### config.mk
export PLATFORM = sky130hd
export DESIGN_NAME = escaped_frame_receiver
export DESIGN_NICKNAME = d
export VERILOG_FILES = /design/src/rtl/efr_pkg.sv /design/src/rtl/escaped_frame_receiver.sv
export SDC_FILE = /design/constraint.sdc
export NUM_CORES = 1
export LEC_CHECK = 0
export BUFFER_PORTS_ARGS = -buffer_cell sky130_fd_sc_hd__buf_4
export CAP_MARGIN = 20
export CORE_ASPECT_RATIO = 0.5
export CORE_MARGIN = 4
export CORE_UTILIZATION = 45
export CTS_BUF_LIST = sky130_fd_sc_hd__clkbuf_8 sky130_fd_sc_hd__clkbuf_16
export CTS_CLUSTER_DIAMETER = 200
export CTS_CLUSTER_SIZE = 8
export DETAILED_ROUTE_END_ITERATION = 12
export PLACE_DENSITY = 0.72
export SLEW_MARGIN = 20
export SYNTH_ARGS = -nofsm -noshare
export SYNTH_HDL_FRONTEND = slang
export SYNTH_SLANG_ARGS = --single-unit
### constraint.sdc
create_clock -name clk -period 5.6 [get_ports clk]
set_clock_uncertainty 0.15 [all_clocks]
set_input_delay 1.68 -clock clk [delete_from_list [all_inputs] [get_ports clk]]
set_output_delay 1.68 -clock clk [all_outputs]
set_load 0.1 [all_outputs]
### src/rtl/efr_pkg.sv
`timescale 1ns / 1ps
`default_nettype none

package efr_pkg;

    // Escape byte of the serial protocol
    localparam logic [7:0] ESC_BYTE = 8'h2B;

    // Receive phase
    typedef enum logic [1:0] {
        PH_IDLE      = 2'd0,
        PH_RECEIVING = 2'd1
    } phase_t;

    // Input command
    typedef enum logic {
        CMD_ARM  = 1'b0,
        CMD_BYTE = 1'b1
    } cmd_t;

    // Result codes
    typedef enum logic [1:0] {
        RC_OK         = 2'd0,
        RC_CHECKSUM   = 2'd1,
        RC_STATUS_BAD = 2'd2
    } result_code_t;

    // One finished frame report
    typedef struct packed {
        result_code_t       code;
        logic [7:0]         status;
        logic signed [31:0] value;
        logic               warning;
    } result_t;

endpackage

`default_nettype wire

### src/rtl/escaped_frame_receiver.sv
`timescale 1ns / 1ps
`default_nettype none

// Byte-stuffed reply deframer with checksum.
// Input channel (in_valid/in_ready): cmd 0 arms for a reply of data_bytes
// data bytes; cmd 1 delivers one raw serial byte in rx_byte. Bytes that
// arrive while not armed are dropped. Arming mid-frame restarts reception.
// Output channel (out_valid/out_ready): one report per completed frame with
// result_code, device_status, read_value (little-endian, sign-extended) and
// framing_warning.
// Throughput: one input transfer per cycle while in_ready is high. The deframing
// state updates in the cycle of the transfer; the report is registered, in the
// output register or, while that holds an untaken report, in the skid register.
// A two-entry output stage (output register plus skid register) lets input
// keep flowing while a report waits; in_ready drops only while both
// entries are full, and rises again once out_ready drains one.
// Reset clears the receiver to idle (unarmed) and empties the output stage.
module escaped_frame_receiver
    import efr_pkg::*;
#(
    parameter int MAX_DATA_BYTES = 4
)
(
    input  wire                clk,
    input  wire                rst_n,
    input  wire                in_valid,
    output logic               in_ready,
    input  wire  [0:0]         cmd,
    input  wire  [2:0]         data_bytes,
    input  wire  [7:0]         rx_byte,
    output logic               out_valid,
    input  wire                out_ready,
    output logic [1:0]         result_code,
    output logic [7:0]         device_status,
    output logic signed [31:0] read_value,
    output logic               framing_warning
);

    localparam int CNT_W = $clog2(MAX_DATA_BYTES + 4);
    localparam logic [CNT_W-1:0] MAX_C = CNT_W'(MAX_DATA_BYTES);

    // Deframing state
    phase_t           phase_reg,    phase_next;
    logic [CNT_W-1:0] total_reg,    total_next;
    logic [CNT_W-1:0] count_reg,    count_next;
    logic             esc_reg,      esc_next;
    logic [7:0]       sum_reg,      sum_next;
    logic [7:0]       status_reg,   status_next;
    logic [31:0]      data_reg,     data_next;
    logic             warn_reg,     warn_next;
    logic [2:0]       len_reg,      len_next;

    // Output stage
    logic    out_valid_reg,  out_valid_next;
    result_t out_reg,        out_next;
    logic    skid_valid_reg, skid_valid_next;
    result_t skid_reg,       skid_next;

    logic             in_fire;
    logic             emit;
    logic             keep;
    logic [CNT_W-1:0] nd_clamped;
    logic [CNT_W-1:0] lane_pos;
    logic [31:0]      ext_value;
    result_t          res;

    assign in_ready = !skid_valid_reg;
    assign in_fire  = in_valid && in_ready;

    // Update deframing state for one transfer
    always_comb
    begin
        phase_next  = phase_reg;
        total_next  = total_reg;
        count_next  = count_reg;
        esc_next    = esc_reg;
        sum_next    = sum_reg;
        status_next = status_reg;
        data_next   = data_reg;
        warn_next   = warn_reg;
        len_next    = len_reg;
        keep        = 1'b0;
        emit        = 1'b0;
        lane_pos    = count_reg - CNT_W'(2);

        nd_clamped = (CNT_W'(data_bytes) > MAX_C) ? MAX_C : CNT_W'(data_bytes);

        if (in_fire)
        begin
            if (cmd == CMD_ARM)
            begin
                // Arm: restart reception
                phase_next  = PH_RECEIVING;
                total_next  = nd_clamped + CNT_W'(3);
                count_next  = '0;
                esc_next    = 1'b0;
                sum_next    = '0;
                status_next = '0;
                data_next   = '0;
                warn_next   = 1'b0;
                len_next    = (nd_clamped > CNT_W'(4)) ? 3'd4 : nd_clamped[2:0];
            end
            else if (phase_reg == PH_RECEIVING)
            begin
                // Classify the raw byte
                if (count_reg == '0)
                begin
                    count_next = CNT_W'(1);
                end
                else if (esc_reg)
                begin
                    esc_next = 1'b0;
                    if (rx_byte != ESC_BYTE)
                    begin
                        warn_next = 1'b1;
                        keep      = (count_reg < total_reg);
                    end
                end
                else if (count_reg < total_reg)
                begin
                    keep = 1'b1;
                    if (rx_byte == ESC_BYTE)
                    begin
                        esc_next = 1'b1;
                    end
                end

                // Store a kept logical byte
                if (keep)
                begin
                    sum_next   = sum_reg + rx_byte;
                    count_next = count_reg + CNT_W'(1);
                    if (count_reg == CNT_W'(1))
                    begin
                        status_next = rx_byte;
                    end
                    else if (count_reg + CNT_W'(1) < total_reg)
                    begin
                        for (int lane = 0; lane < 4; lane++)
                        begin
                            if (lane_pos == CNT_W'(lane))
                            begin
                                data_next[8*lane +: 8] = rx_byte;
                            end
                        end
                    end
                end

                // Close the frame
                if ((count_next >= total_reg) && !esc_next)
                begin
                    emit       = 1'b1;
                    phase_next = PH_IDLE;
                end
            end
        end
    end

    // Sign-extend the data from its width
    always_comb
    begin
        unique case (len_reg)
            3'd0:    ext_value = '0;
            3'd1:    ext_value = {{24{data_next[7]}},  data_next[7:0]};
            3'd2:    ext_value = {{16{data_next[15]}}, data_next[15:0]};
            3'd3:    ext_value = {{8{data_next[23]}},  data_next[23:0]};
            default: ext_value = data_next;
        endcase
    end

    // Build the report
    always_comb
    begin
        priority if (sum_next != 8'h00)
        begin
            res.code = RC_CHECKSUM;
        end
        else if (status_next != 8'h00)
        begin
            res.code = RC_STATUS_BAD;
        end
        else
        begin
            res.code = RC_OK;
        end
        res.status  = status_next;
        res.value   = signed'(ext_value);
        res.warning = warn_next;
    end

    // Route reports through the output and skid registers
    always_comb
    begin
        out_valid_next  = out_valid_reg;
        out_next        = out_reg;
        skid_valid_next = skid_valid_reg;
        skid_next       = skid_reg;

        if (!out_valid_reg || out_ready)
        begin
            if (skid_valid_reg)
            begin
                out_valid_next  = 1'b1;
                out_next        = skid_reg;
                skid_valid_next = 1'b0;
            end
            else
            begin
                out_valid_next = emit;
                out_next       = res;
            end
        end
        else if (emit)
        begin
            skid_valid_next = 1'b1;
            skid_next       = res;
        end
    end

    // Hold state registers
    always_ff @(posedge clk or negedge rst_n)
    begin
        if (!rst_n)
        begin
            phase_reg      <= PH_IDLE;
            total_reg      <= '0;
            count_reg      <= '0;
            esc_reg        <= 1'b0;
            sum_reg        <= '0;
            status_reg     <= '0;
            data_reg       <= '0;
            warn_reg       <= 1'b0;
            len_reg        <= '0;
            out_valid_reg  <= 1'b0;
            skid_valid_reg <= 1'b0;
        end
        else
        begin
            phase_reg      <= phase_next;
            total_reg      <= total_next;
            count_reg      <= count_next;
            esc_reg        <= esc_next;
            sum_reg        <= sum_next;
            status_reg     <= status_next;
            data_reg       <= data_next;
            warn_reg       <= warn_next;
            len_reg        <= len_next;
            out_valid_reg  <= out_valid_next;
            skid_valid_reg <= skid_valid_next;
        end
    end

    // Hold report payloads
    always_ff @(posedge clk)
    begin
        out_reg  <= out_next;
        skid_reg <= skid_next;
    end

    assign out_valid       = out_valid_reg;
    assign result_code     = out_reg.code;
    assign device_status   = out_reg.status;
    assign read_value      = out_reg.value;
    assign framing_warning = out_reg.warning;

endmodule

`default_nettype wire

Word-level counts from Yosys, hierarchy flattened
Cells that the tools add are included.

Register bits: 149. Input bits: 16. Output and inout bits: 45. Word-level logic and storage cells: 122.

Add/subtract/negate cells: 4. $lt $le $gt $ge: 5. Equal/unequal tests: 12. Muxes and demuxes: 64. Bitwise gates (word level): 2. Reductions and logical operators: 16.

Operator list (number): 2-to-1 mux 32 bit (6); one-hot mux 32 bit (4 select lines) (1); 2-to-1 mux 8 bit (13); 2-to-1 mux 43 bit (1); 2-to-1 mux 1 bit (29); 2-to-1 mux 3 bit (9); nonzero test 8 bit (2); == test 3 x 2 -> 1 bit (second input constant) (4); 2-to-1 mux 2 bit (5); == test 3 x 1 -> 1 bit (second input constant) (3); zero test 3 bit (3); adder 8 bit (1); == test 8 x 6 -> 1 bit (second input constant) (1); inequality test 8 x 6 -> 1 bit (second input constant) (1); greater-than comparator 3 bit (second input constant) (2); less-than comparator 3 bit (2); AND reduction 2 bit (3); inequality test 2 x 1 -> 1 bit (second input constant) (2); adder 3 x 1 -> 3 bit (second input constant) (1); adder 3 x 2 -> 3 bit (second input constant) (1); >= comparator 3 bit (1); zero test 1 bit (3); AND reduction 3 bit (1); subtractor 3 x 2 -> 3 bit (second input constant) (1); 5 further kinds (7).

Depth between registers and ports, before layout
Gate-level depths: netlist (run 1).

Word-level depth: 19. Mapped depth: 17. Depth with buffers taken out: 16.

Worst setup path after synthesis (run 1)
Ideal clock, no wire load.

Kind: input to register. Start: input rx_byte[2]. End: register skid_reg[0] (netlist bit), enable pin. Setup time: 0.443 ns. Data arrival time: 5.079 ns. Data required time: 5.007 ns. Setup slack: -0.072 ns. Stages on the path: 14. Path buffers: 1. Cell sequence: and4b_1 > clkbuf_1 > nand3_1 > nand2_1 > inv_1 > or3_1 > o21ai_0 > ha_1 > nand2b_1 > a21o_1 > a21oi_1 > nor2_1 > nand2_1 > nor2_1.

Word-level cells in the longest chain between the ends: 18. Elaborated cells between the ends (all ways): 27. Those cells by class: 1 x order compare; 2 x eq/ne; 21 x mux; 3 x reduce/logical.

Ends and longest elaborated chain: from (decl) (line escaped_frame_receiver.sv:30) `input wire [7:0] rx_byte,`; inequality test 8 x 6 -> 1 bit (line escaped_frame_receiver.sv:113) `if (rx_byte != ESC_BYTE)`; 2-to-1 mux 1 bit (line escaped_frame_receiver.sv:113); 2-to-1 mux 1 bit (line escaped_frame_receiver.sv:110) `else if (esc_reg)`; 2-to-1 mux 1 bit (line escaped_frame_receiver.sv:106) `if (count_reg == '0)`; 2-to-1 mux 1 bit (line escaped_frame_receiver.sv:103) `else if (phase_reg == PH_RECEIVING)`; 2-to-1 mux 1 bit (line escaped_frame_receiver.sv:90) `if (cmd == CMD_ARM)`; 2-to-1 mux 1 bit (line escaped_frame_receiver.sv:88) `if (in_fire)`; 2-to-1 mux 3 bit (line escaped_frame_receiver.sv:129) `if (keep)`; [... 2 more ...]; 2-to-1 mux 3 bit (line escaped_frame_receiver.sv:88); >= comparator 3 bit (line escaped_frame_receiver.sv:150) `if ((count_next >= total_reg) && !esc_next)`; logical AND 1 bit * (line escaped_frame_receiver.sv:150); 2-to-1 mux 1 bit * (line escaped_frame_receiver.sv:150); 2-to-1 mux 1 bit * (line escaped_frame_receiver.sv:103); 2-to-1 mux 1 bit * (line escaped_frame_receiver.sv:90); 2-to-1 mux 1 bit * (line escaped_frame_receiver.sv:88); AND reduction 2 bit (no line) *; to (signal assigned) (line escaped_frame_receiver.sv:257) `skid_reg <= skid_next;`; to (decl) (line escaped_frame_receiver.sv:57) `result_t skid_reg, skid_next;`.

Every way passes the cells marked *; elsewhere a longest branch is shown, timed or not. The select of a mux whose other input is x is not followed. A chain may end at the register's enable or synchronous reset.

Final worst setup path (run 1)
Start: input rx_byte[4]. End: register skid_reg[5] (netlist bit), enable pin.

Same word-level chain as after synthesis.

==> results of run 1 <==
==> layout make-up <==
| class | count | area share |
|---|---|---|
| clock buffers | 18 | 0.0539 |
| well taps | 198 | 0.0304 |
| clock inverters | 14 | 0.0246 |
| flip-flops and latches | 148 | 0.507 |
| repair buffers | 68 | 0.0627 |
| inverters | 25 | 0.0115 |
| multi-input cells | 361 | 0.310 |
==> synthesized netlist by cell type (all sizes together) (5+ instances only) <==
cell | n | share of area
a21o | 10 | 0.011
a21oi | 8 | 0.0059
a221o | 10 | 0.015
a22o | 15 | 0.019
a22oi | 38 | 0.042
clkbuf | 23 | 0.013
dfrtp | 62 | 0.23
edfxtp | 86 | 0.38
ha | 19 | 0.035
inv | 25 | 0.014
mux2 | 26 | 0.043
nand2 | 64 | 0.035
nand2b | 6 | 0.0055
nand3 | 6 | 0.0044
nor2 | 21 | 0.012
nor2b | 8 | 0.0073
o21ai | 56 | 0.041
or3 | 5 | 0.0046
==> per-stage QoR <==
step                      cell area (sq um)  worst slack, ns
after CTS                              8150             1.14
final                                  8150             1.12
after floorplan                        6840          -0.0584
after detailed placement               7510            0.728
after global routing                   8150            0.882
after global placement                 7510            0.786
==> power by group <==
group | internal, mW | switching, mW
Clock | 0.764 | 0.461
Sequential | 1.33 | 0.0861
Combinational | 0.328 | 0.945
==> critical path: stages <==
cell and delay, ns:
buf_4 0.17, nor4b_4 0.42, nand3_1 0.13, nand2_1 0.12
inv_1 0.07, or3_1 0.30, o21ai_1 0.15, ha_1 0.15
nand2b_1 0.09, a21o_1 0.11, a21oi_1 0.06, nor2_1 0.12
nand2_1 0.15, nor2_4 0.35, buf_4 0.34
==> worst max path at each step <==
stage	slack, ns	cells after the start	end
2_1_floorplan	-0.06	13	skid_reg[0]$_DFFE_PP_
3_3_place_gp	0.79	15	skid_reg[12]$_DFFE_PP_
3_5_place_dp	0.73	15	skid_reg[12]$_DFFE_PP_
4_1_cts	1.14	15	skid_reg[1]$_DFFE_PP_
5_1_grt	0.88	15	skid_reg[1]$_DFFE_PP_
6_report	1.12	15	skid_reg[5]$_DFFE_PP_
==> per-layer routing <==
layer  routed length [um]  share of wire
met1                 7030           0.45
met2                 7260           0.47
met3                 1010          0.065
met4                  272          0.017
met5                    0              0
==> cells by family (layout without fill, tap and decap cells) <==
kind of cell / Yosys count / in the layout / share of synthesized area
AO/OA/AOI/OAI: 171 / 171 / 0.178
XOR/XNOR: 5 / 5 / 0.00640
multiplexers: 26 / 26 / 0.0428
buffers and inverters: 52 / 125 / 0.0287
flip-flops: 148 / 148 / 0.604
AND/OR/NAND/NOR: 139 / 139 / 0.102
adder cells (fa/ha/maj): 20 / 20 / 0.0377
==> flow_summary.json, run 1 <==
{
  "cts_tree": "yes",
  "pwr_density_cell_nw_per_um2": 480,
  "port_buffers": 60,
  "cts_setup_buffers": 0,
  "synthCells": 561,
  "gp_congestion": 0.895,
  "overflow": 0,
  "vias": 4830,
  "drc": 0,
  "period_minus_slack_ns": 4.48,
  "layout_commonest_cell": "edfxtp_1",
  "cts_max_level": 4,
  "cts_buffers": 17,
  "clock_latency_ns": 0.42,
  "synth.avg_cell_area_sq_um": 12.2,
  "first_global_vias": 4716,
  "ys_types": 60,
  "fin_nets": 657,
  "gr-usage-met2": 0.289,
  "async_flop_share": 0.419,
  "drive_gt1_frac": 0.215,
  "die_w_um": 182,
  "worst_hold_path_type": "reg2reg",
  "design.core.area_sq_um": 14700,
  "synthToLayoutAreaGrowth_pct": 19.1,
  "worstMarginPinSlew_ns": 0.883,
  "regArea_sq_um": 4130,
  "period_share": 0.799,
  "final_cell_mix": "edfxtp_1, buf_4, nand2_1",
  "reg2reg_from": "count_reg[1]$_DFFE_PN0P_",
  "totalPowerFinal_mw": 3.91,
  "synth_fp_nets": 597,
  "firstDrtPassIters": 5,
  "relSlewSlack": 0.411,
  "cp-startpoint": "rx_byte[4]",
  "avgRoutedWirePerCell_um": 18.7,
  "maxCapViolations": 0,
  "n_fill_cell": 1176,
  "cts.clk_slew.worst_paths_ns": 0.06,
  "postLayoutCoreUtil": 0.556,
  "hold_end": "total_reg[1]$_DFFE_PN0P_",
  "drv_slew": 0,
  "fin_tns_setup_ns": 0,
  "holdWs_ns": 0.343,
  "initial_core_util": 0.467,
  "busiest_layer": "met2",
  "p_leak_nw": 3.63,
  "start_kind": "input pin",
  "setup_viol": 0,
  "r2r_setup_slack_ns": 1.62,
  "worstSetupPathType": "in2reg",
  "io_pins": 61,
  "peakVddDrop_mv": 0.285,
  "wl_um": 15600,
  "clock_sinks": 148,
  "synth_edf_count": 86,
  "ctsResizeCount": 0,
  "std_cell_rows": 31,
  "multi_input_area_sq_um": 2520,
  "rsz0062_at_grt": "no",
  "reg2regPathDepth": 17,
  "ys_seq_area_frac": 0.604,
  "required_ns": 5.55,
  "synth-seq-cells": 148,
  "cts-root-buf": "clkbuf_16",
  "die_y_um": 95.2,
  "dp_hpwl_um": 10400,
  "largest_reg_flops": 43,
  "synthesis.area_sq_um": 6840,
  "ctsLongestPathBuffers": 2,
  "cp.arrival_ns": 4.43,
  "reg2reg_to": "skid_reg[5]$_DFFE_PP_",
  "max_freq_mhz": 223,
  "crit_fanout": 15,
  "antenna_found_initial": 0,
  "grt_pass1_wl_um": 25400,
  "layout.cells.non_filler": 832,
  "dpl.cell_count": 800,
  "endpoint_kind": "register",
  "diodes": 0,
  "status": "completed",
  "track_usage": 0.186,
  "hold_viol": 0,
  "grt_max_degree": 63,
  "min_from": "total_reg[1]$_DFFE_PN0P_",
  "use_met3": 0.0339,
  "yosysWarnings": 0,
  "dr.first_iter.drc_count": 505,
  "synthFlopType": "edfxtp_1",
  "final_antenna_net_count": 0,
  "dieArea_sq_um": 17400,
  "hold_buffers": 0,
  "viasPerCell": 5.81,
  "use_met1": 0.264,
  "hold_depth": 2
}
No activity file was read; power rests on OpenSTA's default activity.
==> inputs of run 2 (changes only) <==
clock period = 4.3 ns   (was 5.6 ns; I/O delays follow)
==> run 2 against run 1 <==
Worst hold slack hardly changed. Sequential cell count stayed put. Sequential power is 30% higher. Final cell count is 4.8% higher. Critical path depth is 6 lower. Largest cell class unchanged. Wire length is 6.3% higher. Register-to-register slack worse by 1.2 ns. Setup slack worse by 0.85 ns.
==> flow_summary.json, run 2 (synthesis results as in run 1) <==
{
  "die_y_um": 95.2,
  "max_freq_mhz": 248,
  "relSlewSlack": 0.439,
  "synthToLayoutAreaGrowth_pct": 23.2,
  "worst_hold_path_type": "reg2reg",
  "min_from": "total_reg[1]$_DFFE_PN0P_",
  "fin_nets": 697,
  "setup_viol": 0,
  "drive_gt1_frac": 0.261,
  "std_cell_rows": 31,
  "finalInstanceArea_sq_um": 8430,
  "finalWorstSetupSlack_ns": 0.270,
  "peakVddDrop_mv": 0.295,
  "grt_pass1_wl_um": 27000,
  "cp-startpoint": "rx_byte[4]",
  "worstPathCellList": "buf_4 > nor4b_4 > a31oi_2 > and4_1 > and4_1 > a221o_1 > a32oi_4 > a31oi_2 > a221o_1",
  "r2r_setup_slack_ns": 0.40,
  "dpl_worst_slack_ns": -0.124,
  "final_cell_mix": "buf_4, edfxtp_1, nand2_1",
  "port_buffers": 60,
  "slowest_delay_ns": 0.48,
  "track_usage": 0.200,
  "wl_um": 16500,
  "worstMarginPinSlew_ns": 0.841,
  "clock_sinks": 148,
  "drc": 0,
  "cts_buffers": 17,
  "n_fill_cell": 1172,
  "slowest_stage": "nor4b_4",
  "cts_max_level": 4,
  "required_ns": 4.32,
  "totalPowerFinal_mw": 5.11,
  "grt_max_degree": 63,
  "viasPerCell": 5.84,
  "cts_tree": "yes",
  "ctsResizeCount": 0,
  "period_share": 0.937,
  "final_antenna_net_count": 0,
  "dp_hpwl_um": 11200,
  "hold_viol": 0,
  "diodes": 0,
  "hold_buffers": 0,
  "overflow": 0,
  "cts-root-buf": "clkbuf_16",
  "die_w_um": 182,
  "first_global_vias": 5024,
  "gp_congestion": 0.864,
  "period_minus_slack_ns": 4.03,
  "cts_setup_buffers": 0,
  "vias": 5096,
  "maxCapViolations": 0,
  "crit_family": "compound AO/OA/AOI/OAI gates",
  "endpoint_kind": "register",
  "cp.arrival_ns": 4.05,
  "cts.clk_slew.worst_paths_ns": 0.07,
  "place_area_sq_um": 7830,
  "fin_tns_setup_ns": 0,
  "worstSetupPathType": "in2reg",
  "rsz0062_at_grt": "no",
  "reg2reg_from": "count_reg[1]$_DFFE_PN0P_",
  "clock_latency_ns": 0.42,
  "dieArea_sq_um": 17400,
  "io_pins": 61,
  "holdWs_ns": 0.343,
  "start_kind": "input pin",
  "status": "completed",
  "regArea_sq_um": 4130,
  "initial_core_util": 0.467,
  "crit_fanout": 10,
  "antenna_found_initial": 0,
  "drv_slew": 0,
  "multi_input_area_sq_um": 2520,
  "design.core.area_sq_um": 14700,
  "dr.first_iter.drc_count": 522,
  "cp_num_buf_inv": 1,
  "largest_reg_flops": 43,
  "layout_commonest_cell": "buf_4",
  "pwr_density_cell_nw_per_um2": 606,
  "ctsLongestPathBuffers": 2,
  "firstDrtPassIters": 5,
  "p_leak_nw": 3.82,
  "avgRoutedWirePerCell_um": 19.0
}
## run 2: area by class of cell
class | instances | area share
inverters | 25 | 0.0111
multi-input cells | 361 | 0.299
clock inverters | 15 | 0.0205
repair buffers | 108 | 0.0991
flip-flops and latches | 148 | 0.490
clock buffers | 17 | 0.0505
well taps | 198 | 0.0294
## run 2: stage by stage
stage	cells	utilization
3_5_place_dp	840	0.534
6_report	872	0.575
3_3_place_gp	840	0.534
4_1_cts	872	0.575
2_1_floorplan	561	-
5_1_grt	872	0.575
## run 2: per-layer routing
layer / share of wire / wire length (um) / global-route usage
met4: 0.022 / 358 / 0.0787
met5: 0 / 0 / 0
met1: 0.45 / 7500 / 0.278
met2: 0.46 / 7630 / 0.311
met3: 0.064 / 1060 / 0.0423
## run 2: final timing paths
path	to	cells after the start
setup / recovery	read_value[24]$_DFFE_PN_	9
min in group asynchronous	esc_reg$_DFFE_PN0P_	1
max in group asynchronous	status_reg[3]$_DFF_PN0_	1
hold / removal	total_reg[1]$_DFFE_PN0P_	2
setup reg to reg	result_code[0]$_DFFE_PN_	10
hold reg to reg	total_reg[1]$_DFFE_PN0P_	2
## run 2: worst min-delay path, cell delays in order (launching register included)
cell and delay [ns]:
dfrtp_1 0.34, nand2_1 0.04, o21ai_0 0.07
## run 2: power by group
part	switching (mW)	internal (mW)
sequential	0.106	1.73
combinational	1.27	0.506
clock	0.624	0.873
total	2.00	3.11
==> inputs of run 3 (changes only) <==
BUFFER_PORTS_ARGS = unset   (was -buffer_cell sky130_fd_sc_hd__buf_4)
DONT_BUFFER_PORTS = 1   (was unset)
PLACE_DENSITY = 0.69   (was 0.72)
==> run 3 against run 2 <==
First-iteration DRC count shrank 27%. Critical endpoint is now result_code[0]$_DFFE_PN_. Via count shrank 7.9%. Non-clock buffer count fell by 80.
==> flow_summary.json, run 3 (synthesis results as in run 1) <==
{
  "r2r_setup_slack_ns": 0.44,
  "worstSetupPathType": "in2reg",
  "cp_num_buf_inv": 0,
  "antenna_found_initial": 0,
  "dieArea_sq_um": 17400,
  "start_kind": "input pin",
  "ctsLongestPathBuffers": 2,
  "std_cell_rows": 31,
  "io_pins": 61,
  "cts.clk_slew.worst_paths_ns": 0.06,
  "viasPerCell": 5.93,
  "port_buffers": 0,
  "hold_buffers": 0,
  "worst_hold_path_type": "reg2reg",
  "die_w_um": 182,
  "cpMostUsedCell": "mux2_2",
  "clock_sinks": 148,
  "holdWs_ns": 0.335,
  "p_leak_nw": 3.41,
  "vias": 4693,
  "dp_hpwl_um": 10300,
  "layout.cells.non_filler": 792,
  "largest_reg_flops": 43,
  "layout_commonest_cell": "edfxtp_1",
  "initial_core_util": 0.467,
  "period_minus_slack_ns": 3.89,
  "multi_input_area_sq_um": 2530,
  "wl_um": 15700,
  "rsz0062_at_grt": "no",
  "dpl.cell_count": 760,
  "regArea_sq_um": 4130,
  "clock_latency_ns": 0.42,
  "first_global_vias": 4659,
  "overflow": 0,
  "min_from": "total_reg[1]$_DFFE_PN0P_",
  "reg2reg_from": "count_reg[1]$_DFFE_PN0P_",
  "pwr_density_cell_nw_per_um2": 628,
  "die_y_um": 95.2,
  "diodes": 0,
  "slowest_stage": "a2111oi_0",
  "setup_viol": 0,
  "drive_gt1_frac": 0.165,
  "period_share": 0.904,
  "fin_nets": 617,
  "design.core.area_sq_um": 14700,
  "final_cell_mix": "edfxtp_1, nand2_1, dfrtp_1",
  "cts_max_level": 4,
  "track_usage": 0.190,
  "max_freq_mhz": 257,
  "cts_tree": "yes",
  "cts_buffers": 17,
  "worstMarginPinSlew_ns": 0.926,
  "n_fill_cell": 1211,
  "gp_congestion": 0.863,
  "slowest_delay_ns": 0.50,
  "cp.arrival_ns": 3.91,
  "required_ns": 4.32,
  "synthToLayoutAreaGrowth_pct": 14.3,
  "endpoint_kind": "register",
  "cts-root-buf": "clkbuf_16",
  "status": "completed",
  "dr.first_iter.drc_count": 383,
  "drv_slew": 0,
  "worstPathCellList": "ha_1 > a211oi_1 > o21bai_1 > a2111oi_0 > nor3_1 > nand3b_1 > mux2_2 > or4b_4 > mux2_2",
  "drc": 0,
  "fin_tns_setup_ns": 0,
  "peakVddDrop_mv": 0.280,
  "relSlewSlack": 0.383,
  "hold_viol": 0,
  "cp-startpoint": "rx_byte[1]",
  "crit_family": "compound AO/OA/AOI/OAI gates",
  "crit_fanout": 8,
  "grt_pass1_wl_um": 25600,
  "maxCapViolations": 0,
  "final_antenna_net_count": 0,
  "avgRoutedWirePerCell_um": 19.9,
  "firstDrtPassIters": 5,
  "grt_max_degree": 63
}
-- run 3: changes by cell type in the layout (fill, tap and decap cells not counted), moves of 2 or more --
cell      before  now
inv_6          3    6
clkinv_2       1    3
inv_8          4    1
buf_4        106   27
-- run 3: final cells by class --
type / instances / area share
Sequential cell: 148 / 0.528
Clock buffer: 17 / 0.0544
Clock inverter: 15 / 0.0219
Tap cell: 198 / 0.0317
Timing Repair Buffer: 28 / 0.0285
Inverter: 25 / 0.0120
Multi-Input combinational cell: 361 / 0.323
-- run 3: through the flow --
step / util / setup slack [ns] / power, mW / area (sq um)
5_1_grt: 0.534 / 0.184 / 5.13 / 7820
2_1_floorplan: - / -0.968 / 3.15 / 6840
3_5_place_dp: 0.492 / -0.00688 / 3.42 / 7220
6_report: 0.534 / 0.414 / 4.91 / 7820
4_1_cts: 0.533 / 0.176 / 4.92 / 7820
3_3_place_gp: 0.492 / 0.0875 / 3.39 / 7220
-- run 3: power by group --
group / switching [mW] / total, mW / internal, mW
logic: 0.478 / 0.835 / 0.357
clock network: 0.623 / 1.49 / 0.872
registers: 0.838 / 2.58 / 1.74
-- run 3: layer usage --
metal / up-vias / routed length [um] / global-route usage / share of wire
met5: - / 0 / 0 / 0
met1: 2339 / 7260 / 0.257 / 0.46
met3: 30 / 975 / 0.0534 / 0.062
met4: 0 / 319 / 0.0630 / 0.020
li1: 2168 / - / - / -
met2: 156 / 7180 / 0.302 / 0.46
-- run 3: worst paths after layout --
| kind | depth (start not counted) | to |
|---|---|---|
| max | 9 | result_code[0]$_DFFE_PN_ |
| min | 2 | total_reg[1]$_DFFE_PN0P_ |
| max reg2reg | 15 | skid_reg[3]$_DFFE_PP_ |
| min reg2reg | 2 | total_reg[1]$_DFFE_PN0P_ |
| max in group asynchronous | 0 | data_reg[8]$_DFF_PN0_ |
| min in group asynchronous | 0 | out_valid$_DFFE_PN0N_ |
-- run 3: what timing repair did --
item | in CTS | in global routing
gates resized for setup | 0 | 1
endpoints found under the setup margin | 0 | 44
setup buffers | 0 | 0
-- run 3: worst reg2reg max path, cell delays in order (launching register included) --
cell and delay (ns):
dfrtp_1 0.46, ha_1 0.25, or3b_1 0.44, a211oi_2 0.50, nand2_1 0.17, inv_1 0.12, or3_1 0.10, o21ai_1 0.10
ha_1 0.29, nand2b_1 0.10, a21o_1 0.10, a21oi_1 0.06, nor2_1 0.10, nand2_1 0.14, nor2_4 0.16, buf_12 0.26
